==> src/design/isbu_pkg.sv <==
// ----------------------------------------------------------------------------
// Indexed sequence buffer package
// Operation and status codes and default sizing.
// ----------------------------------------------------------------------------
`default_nettype none
package isbu_pkg;
  localparam int CAPACITY_DEFAULT = 64;

  localparam logic [2:0] OP_READ   = 3'd0;
  localparam logic [2:0] OP_FRONT  = 3'd1;
  localparam logic [2:0] OP_APPEND = 3'd2;
  localparam logic [2:0] OP_INSERT = 3'd3;
  localparam logic [2:0] OP_DELETE = 3'd4;

  localparam logic [1:0] ST_DONE    = 2'd0;
  localparam logic [1:0] ST_INVALID = 2'd1;
  localparam logic [1:0] ST_FULL    = 2'd2;
endpackage
`default_nettype wire

==> src/design/indexed_sequence_buffer_unit.sv <==
// ----------------------------------------------------------------------------
// Indexed sequence buffer unit
// Ordered list of signed 32-bit values held in a RAM, edited by position.
// ----------------------------------------------------------------------------
// One request word in, one result word out. An insert at index p moves the
// length-p elements from p upward and a delete at index p moves the
// length-p-1 elements above p, each element passing once through the
// single RAM read port and then the write port. Refused or invalid
// requests skip the RAM. A new request is taken once the previous
// result has been loaded into the output register.
`default_nettype none
module indexed_sequence_buffer_unit #(
  parameter int CAPACITY = isbu_pkg::CAPACITY_DEFAULT
) (
  input  wire logic               clk,
  input  wire logic               rst,
  input  wire logic               request_valid,
  output logic                    request_stall,
  input  wire logic [2:0]         operation,
  input  wire logic [7:0]         position,
  input  wire logic signed [31:0] item_value,
  output logic                    result_valid,
  input  wire logic               result_stall,
  output logic signed [31:0]      read_value,
  output logic [1:0]              status,
  output logic [6:0]              length
);
  localparam int AW = $clog2(CAPACITY);
  localparam int CW = $clog2(CAPACITY + 1);
  localparam int PW = (CW > 8) ? CW : 8;

  typedef enum logic [2:0] {S_IDLE, S_READ, S_SHIFT_RD, S_SHIFT_WR, S_FIN} state_t;

  state_t         state;
  logic [CW-1:0]  count, cur, pos_q;
  logic           del_q;
  logic [31:0]    val_q, res_value;
  logic [1:0]     res_status;

  logic           ram_we;
  logic [AW-1:0]  ram_waddr, ram_raddr;
  logic [31:0]    ram_wdata, ram_rdata;

  logic [PW-1:0]  pos_w, cnt_w;
  logic           full;
  logic           more;
  logic           take;

  assign pos_w = PW'(position);
  assign cnt_w = PW'(count);
  assign full  = (count == CW'(CAPACITY));
  assign take  = request_valid && !request_stall;
  assign request_stall = (state != S_IDLE);

  // Whether another element still has to move.
  assign more = del_q ? ((cur + CW'(1)) < count) : (cur > pos_q);

  always_comb begin
    ram_we    = 1'b0;
    ram_waddr = cur[AW-1:0];
    ram_wdata = ram_rdata;
    ram_raddr = del_q ? AW'(cur + CW'(1)) : AW'(cur - CW'(1));
    case (state)
      S_IDLE: begin
        ram_raddr = AW'(position);
      end
      S_SHIFT_RD: begin
        if (!more && !del_q) begin
          ram_we    = 1'b1;
          ram_waddr = pos_q[AW-1:0];
          ram_wdata = val_q;
        end
      end
      S_SHIFT_WR: begin
        ram_we = 1'b1;
      end
      default: begin
      end
    endcase
  end

  isbu_ram #(.DEPTH(CAPACITY), .AW(AW)) u_ram (
    .clk   (clk),
    .we    (ram_we),
    .waddr (ram_waddr),
    .wdata (ram_wdata),
    .raddr (ram_raddr),
    .rdata (ram_rdata)
  );

  always_ff @(posedge clk) begin
    if (rst) begin
      state        <= S_IDLE;
      count        <= '0;
      result_valid <= 1'b0;
    end else begin
      // In S_FIN the output register is reloaded instead.
      if (result_valid && !result_stall && state != S_FIN) begin
        result_valid <= 1'b0;
      end
      case (state)
        S_IDLE: begin
          if (take) begin
            res_value  <= 32'hFFFF_FFFF;
            res_status <= isbu_pkg::ST_DONE;
            val_q      <= item_value;
            del_q      <= 1'b0;
            state      <= S_FIN;
            case (operation)
              isbu_pkg::OP_READ: begin
                if (pos_w < cnt_w) state <= S_READ;
                else res_status <= isbu_pkg::ST_INVALID;
              end
              isbu_pkg::OP_FRONT: begin
                if (full) res_status <= isbu_pkg::ST_FULL;
                else begin
                  cur   <= count;
                  pos_q <= '0;
                  state <= S_SHIFT_RD;
                end
              end
              isbu_pkg::OP_APPEND: begin
                if (full) res_status <= isbu_pkg::ST_FULL;
                else begin
                  cur   <= count;
                  pos_q <= count;
                  state <= S_SHIFT_RD;
                end
              end
              isbu_pkg::OP_INSERT: begin
                if (pos_w > cnt_w) res_status <= isbu_pkg::ST_INVALID;
                else if (full) res_status <= isbu_pkg::ST_FULL;
                else begin
                  cur   <= count;
                  pos_q <= CW'(pos_w);
                  state <= S_SHIFT_RD;
                end
              end
              isbu_pkg::OP_DELETE: begin
                if (pos_w < cnt_w) begin
                  cur   <= CW'(pos_w);
                  del_q <= 1'b1;
                  state <= S_SHIFT_RD;
                end else begin
                  res_status <= isbu_pkg::ST_INVALID;
                end
              end
              default: begin
                res_status <= isbu_pkg::ST_INVALID;
              end
            endcase
          end
        end
        S_READ: begin
          res_value <= ram_rdata;
          state     <= S_FIN;
        end
        S_SHIFT_RD: begin
          if (more) begin
            state <= S_SHIFT_WR;
          end else begin
            count <= del_q ? (count - CW'(1)) : (count + CW'(1));
            state <= S_FIN;
          end
        end
        S_SHIFT_WR: begin
          cur   <= del_q ? (cur + CW'(1)) : (cur - CW'(1));
          state <= S_SHIFT_RD;
        end
        S_FIN: begin
          if (!result_valid || !result_stall) begin
            result_valid <= 1'b1;
            read_value   <= res_value;
            status       <= res_status;
            length       <= 7'(count);
            state        <= S_IDLE;
          end
        end
        default: begin
          state <= S_IDLE;
        end
      endcase
    end
  end
endmodule
`default_nettype wire

==> src/design/isbu_ram.sv <==
// ----------------------------------------------------------------------------
// Indexed sequence buffer element RAM
// One write port and one read port with registered read data.
// ----------------------------------------------------------------------------
`default_nettype none
module isbu_ram #(
  parameter int DEPTH = isbu_pkg::CAPACITY_DEFAULT,
  parameter int AW    = $clog2(DEPTH)
) (
  input  wire logic          clk,
  input  wire logic          we,
  input  wire logic [AW-1:0] waddr,
  input  wire logic [31:0]   wdata,
  input  wire logic [AW-1:0] raddr,
  output logic      [31:0]   rdata
);
  logic [31:0] mem [DEPTH];

  always_ff @(posedge clk) begin
    if (we) begin
      mem[waddr] <= wdata;
    end
    rdata <= mem[raddr];
  end
endmodule
`default_nettype wire

==> config.mk <==
export PLATFORM = sky130hd
export DESIGN_NAME = indexed_sequence_buffer_unit
export DESIGN_NICKNAME = d
export VERILOG_FILES = /design/src/design/isbu_pkg.sv /design/src/design/indexed_sequence_buffer_unit.sv /design/src/design/isbu_ram.sv
export SDC_FILE = /design/constraint.sdc
export NUM_CORES = 2
export LEC_CHECK = 0
export BUFFER_PORTS_ARGS = -buffer_cell sky130_fd_sc_hd__clkbuf_2
export CAP_MARGIN = 20
export CELL_PAD_IN_SITES_DETAIL_PLACEMENT = 1
export CELL_PAD_IN_SITES_GLOBAL_PLACEMENT = 2
export CORE_UTILIZATION = 46
export DETAILED_ROUTE_END_ITERATION = 6
export PLACE_DENSITY_LB_ADDON = 0.3
export SLEW_MARGIN = 30
export SYNTH_ARGS = -nofsm -noshare
export SYNTH_HDL_FRONTEND = slang
export SYNTH_SLANG_ARGS = --single-unit
==> constraint.sdc <==
create_clock -name clk -period 7.6 [get_ports clk]
set_clock_uncertainty 0.05 [all_clocks]
set_input_delay 1.9 -clock clk [delete_from_list [all_inputs] [get_ports clk]]
set_output_delay 1.9 -clock clk [all_outputs]
set_load 0.02 [all_outputs]
==> metrics.sh <==
RUN_STATUS='completed'
NUM-NETS-FINAL=6550
CP_COMMON_CELL='sky130_fd_sc_hd__buf_4'
GRT_UTIL_MET3=0.05367
CLOCK_SINK_COUNT=2213
WORSTMARGINPINSLEW_NS=1.084
FLOORPLAN.DIE.WIDTH_UM=441.5
CRIT_BUF_INV=3
TOTALNEGATIVESETUPSLACK_NS=0
CRIT_END='u_ram.mem[60][30]'
CP-STARTPOINT='cur[0]'
CRIT_PATH_MAX_DELAY_CELL_TYPE='sky130_fd_sc_hd__mux2i_1'
FF_LATCH_AREA_UM2=66020
GRT_USAGE=0.2953
P_PER_AREA_nW_PER_UM2=324.5
POST_ROUTE_CELLS_DRIVE_ABOVE_1_SHARE=0.1156
GLOBALROUTEOVERFLOWTOTAL=0
FIRST_ITER_VIOLATIONS=6049
CLOCK_PATH_BUFFERS=3
CLOCKPOWERSHARE=0.329
POSTSYNTHNETCOUNT=6515
CTS_TREE='yes'
CRITICAL_PATH_PEAK_FANOUT=48
SYNTH_ASYNC_SR_FLOP_SHARE=0
IO_PINS=90
CLOCKROOTBUFFER='sky130_fd_sc_hd__clkbuf_16'
CP_NUM_CELLS=12
CTS-RESIZED-GATES=0
CLKLATENCYLATEPIN_NS=0.88
CTS.HOLD.BUFFERS_ADDED=0
FINALSETUPVIOLCOUNT=0
POST_SYNTH_INSTANCE_AREA_UM2=88860
CLKSLEWWORSTSETUPHOLDPATHS_NS=0.06
DRC_ERRORS=0
FLOORPLAN.INITIALDENSITY=0.4653
NUMPORTBUFFERS=89
POWER.COMBINATIONAL.FRACTION=0.200
GRT_PASS1_WL_MM=416.1
AVERAGE_DETAILED_ROUTED_WIRE_LENGTH_PER_INSTANCE_UM=31.68
DIE_AREA_UM2=194900
PLACEMENTROWS=160
CTS_BUFFERS=225
SYNTH-EDFF-COUNT=2170
FIRST_GLOBAL_VIAS=59390
WORST_EP_REQUIRED_TIME_NS=8.09
LAYOUT.CORE_UTILIZATION=0.5223
DETAILEDROUTE.FIRSTPASSITERATIONCOUNT=5
NUMBER_OF_STANDARD_CELLS_AFTER_SYNTHESIS=6440
POWER.IR.VDD_WORST_uV=306.8
COUNT_OF_FINAL_MAX_SLEW_CHECK_FAILURES=0
SYNTH.YOSYS.SEQ_AREA_SHARE=0.7430
MAXIMUM_NUMBER_OF_PINS_ON_ONE_NET_BEFORE_GLOBAL_ROUTE_REPAIR=158
ROUTED_WL_MM=291.3
FINAL_ANTENNA_NET_COUNT=0
NUM-FILL-CELLS=18570
CRITPATHCAPTURETYPE='register'
REGTOREGSTARTPOINT='cur[0]'
REG2REG_SETUP_SLACK_NS=1.63
DR_VIAS_CELL=6.269
GRT_ANTENNA_BEFORE_REPAIR=11
LEAKAGE_COMPONENT_OF_THE_POWER_uW=0.03303
VIAS=57630
RSZ0062_AT_GRT='no'
ARRIVAL_TIME_OF_DATA_AT_THE_CRITICAL_PATH_ENDPOINT_NS=6.47
DPL.HPWL_MM=160.3
PATH_DELAY_FAMILY='simple AND/OR/NAND/NOR gates'
GP_CONGESTION=0.8380
CAPTURING_POINT_OF_THE_WORST_REG2REG_PATH='u_ram.mem[60][30]'
CORE_UM2=191000
AREA_DELTA_SYNTH_FINAL_PCT=12.26
SYNTH_CELL_TYPE_COUNT=71
TIMING.FINAL.CRIT_SHARE=0.7858
GLOBALROUTEMET1UTIL=0.3795
CP_SLOWEST_STAGE_DELAY_NS=0.89
SLEW-LIMIT-HEADROOM=0.2731
STARTPOINT_TYPE='register'
GRT_USE_MET2=0.4864
GLOBAL_ROUTE.PEAK_USAGE_LAYER='met2'
SERIES_OF_CELL_INSTANCES_ALONG_THE_CRITICAL_PATH='inv_1 > ha_1 > nand4_1 > nor2_1 > a21o_1 > a31oi_1 > or3_2 > buf_4 > mux2i_1 > nand2_1 > nor2_4 > buf_4'
POWER_REPORT.INTERNAL_TOTAL_uW=22270
POSTSYNTHREGISTERBITS=2213
POWER_FRAC_SEQ=0.471
HTREE_NUM_LEVELS=4
POSTSYNTH.TOPFLOPCELL='sky130_fd_sc_hd__edfxtp_1'
SYNTH_WARNINGS=0
MIN_TCLK_POST_ROUTE_NS=5.972
MAXIMUM_ACHIEVABLE_FREQUENCY_GHz=0.1674
MULTIINPUTGATEAREA_UM2=20920
CRIT_TYPE='reg2reg'
FLOORPLAN.DIE.HEIGHT_UM=441.5
POWER_SWITCHING_SHARE=0.3121
WORST_HOLD_PATH_TYPE='reg2reg'
AVGSYNTHCELLAREA_UM2=13.80
REPORT.FINAL.HOLD_VIOL_COUNT=0
REPORT.POWER.TOTAL_uW=32370
CTS_SETUP_BUFFERS=0
MAXCAPVIOLATIONS=0
POWER.SWITCHING_uW=10100
R2R.WORST_PATH.CELLS=12
power by group through the flow:
stage / clock, µW / sequential (µW) / combinational [µW]
6_report: 10700 / 15200 / 6470
5_1_grt: 11200 / 15200 / 6770
4_1_cts: 10800 / 15200 / 6410
3_5_place_dp: 0 / 15500 / 6380
3_3_place_gp: 0 / 15500 / 6180
2_1_floorplan: 0 / 15300 / 3430
kinds of logic after synthesis:
group / Yosys count / synth area share
flops: 2213 / 0.7430
buf+inv: 519 / 0.02887
compound gates: 1003 / 0.08643
xor+xnor: 15 / 0.001479
fa+ha+maj: 28 / 0.004027
mux: 67 / 0.008026
simple gates: 2595 / 0.1282
worst min-delay path by stage:
stage / startpoint / depth (start not counted) / end / slack, ns
2_1_floorplan: res_value[0] / 0 / read_value[0] / 0.35
3_3_place_gp: res_value[4] / 0 / read_value[4] / 0.35
3_5_place_dp: res_value[4] / 0 / read_value[4] / 0.36
4_1_cts: res_value[21] / 0 / read_value[21] / 0.37
5_1_grt: res_value[21] / 0 / read_value[21] / 0.37
6_report: res_value[21] / 0 / read_value[21] / 0.37
metal layers:
metal	vias to the layer above	part of all wire	wire, µm
met5	-	0.000024	7
met4	2	0.048	14010
met3	509	0.073	21180
met2	2332	0.48	140600
met1	30190	0.40	115500
li1	24600	-	-
metrics by stage:
step,setup WS (ns),instance area (µm²),hold WS [ns],std cells
after floorplan,1.886,88860,0.3503,6440
after global placement,0.9937,92430,0.3527,8751
after detailed placement,1.662,92700,0.3562,8758
after CTS,1.872,99690,0.3705,9182
after global routing,1.438,99740,0.3742,9188
final,1.628,99750,0.3694,9193
cell usage in the layout (no fill, tap or decap), drive strengths merged, types with 12 or more instances in the layout:
cell / instances
nor2: 89
nand3: 491
buf: 211
nand2: 1580
dfxtp: 43
a21oi: 157
and3: 265
nor3: 87
o21ai: 22
edfxtp: 2170
mux2: 34
ha: 27
clkbuf: 400
a31oi: 99
mux2i: 33
a311oi: 391
a211oi: 266
nand2b: 38
inv: 34
clkinv: 93
xnor2: 12
Yosys cell counts (all sizes together) (43+ instances only):
master  number  area [µm²]
a211oi     266        2162
a31oi       99       619.3
edfxtp    2170       65160
dfxtp       43       860.8
nand3      491        2457
nor3        87       446.7
and3       265        1658
nor2        89       339.1
a21oi      157       793.3
a311oi     391        3425
clkbuf     185       714.4
nand2     1580        5938
buf        299        1668
registers in the layout (all words and copies together), names as in the netlist, 2 cells and up:
name         flops
read_value      32
res_value       32
cur              7
status           2
res_status       2
count            7
pos_q            7
u_ram.rdata     32
state            3
length           7
val_q           32
u_ram.mem     2048
area by class of cell:
cell class | instances | area share
multi-input combinational | 3708 | 0.2097
tap | 2511 | 0.03150
inverter | 27 | 0.001016
timing repair buffer | 300 | 0.02555
clock buffer | 311 | 0.06070
antenna | 10 | 0.0002509
sequential | 2213 | 0.6619
clock inverter | 113 | 0.009382
worst reg2reg max path: stages, from the launching register on:
cell	delay, ns
sky130_fd_sc_hd__edfxtp_1	0.63
sky130_fd_sc_hd__inv_1	0.22
sky130_fd_sc_hd__ha_1	0.34
sky130_fd_sc_hd__nand4_1	0.11
sky130_fd_sc_hd__nor2_1	0.06
sky130_fd_sc_hd__a21o_1	0.15
sky130_fd_sc_hd__a31oi_1	0.33
sky130_fd_sc_hd__or3_2	0.24
sky130_fd_sc_hd__buf_4	0.59
sky130_fd_sc_hd__mux2i_1	0.91
sky130_fd_sc_hd__nand2_1	0.71
sky130_fd_sc_hd__nor2_4	0.86
sky130_fd_sc_hd__buf_4	0.45
Power figures use the tool's default switching activity.
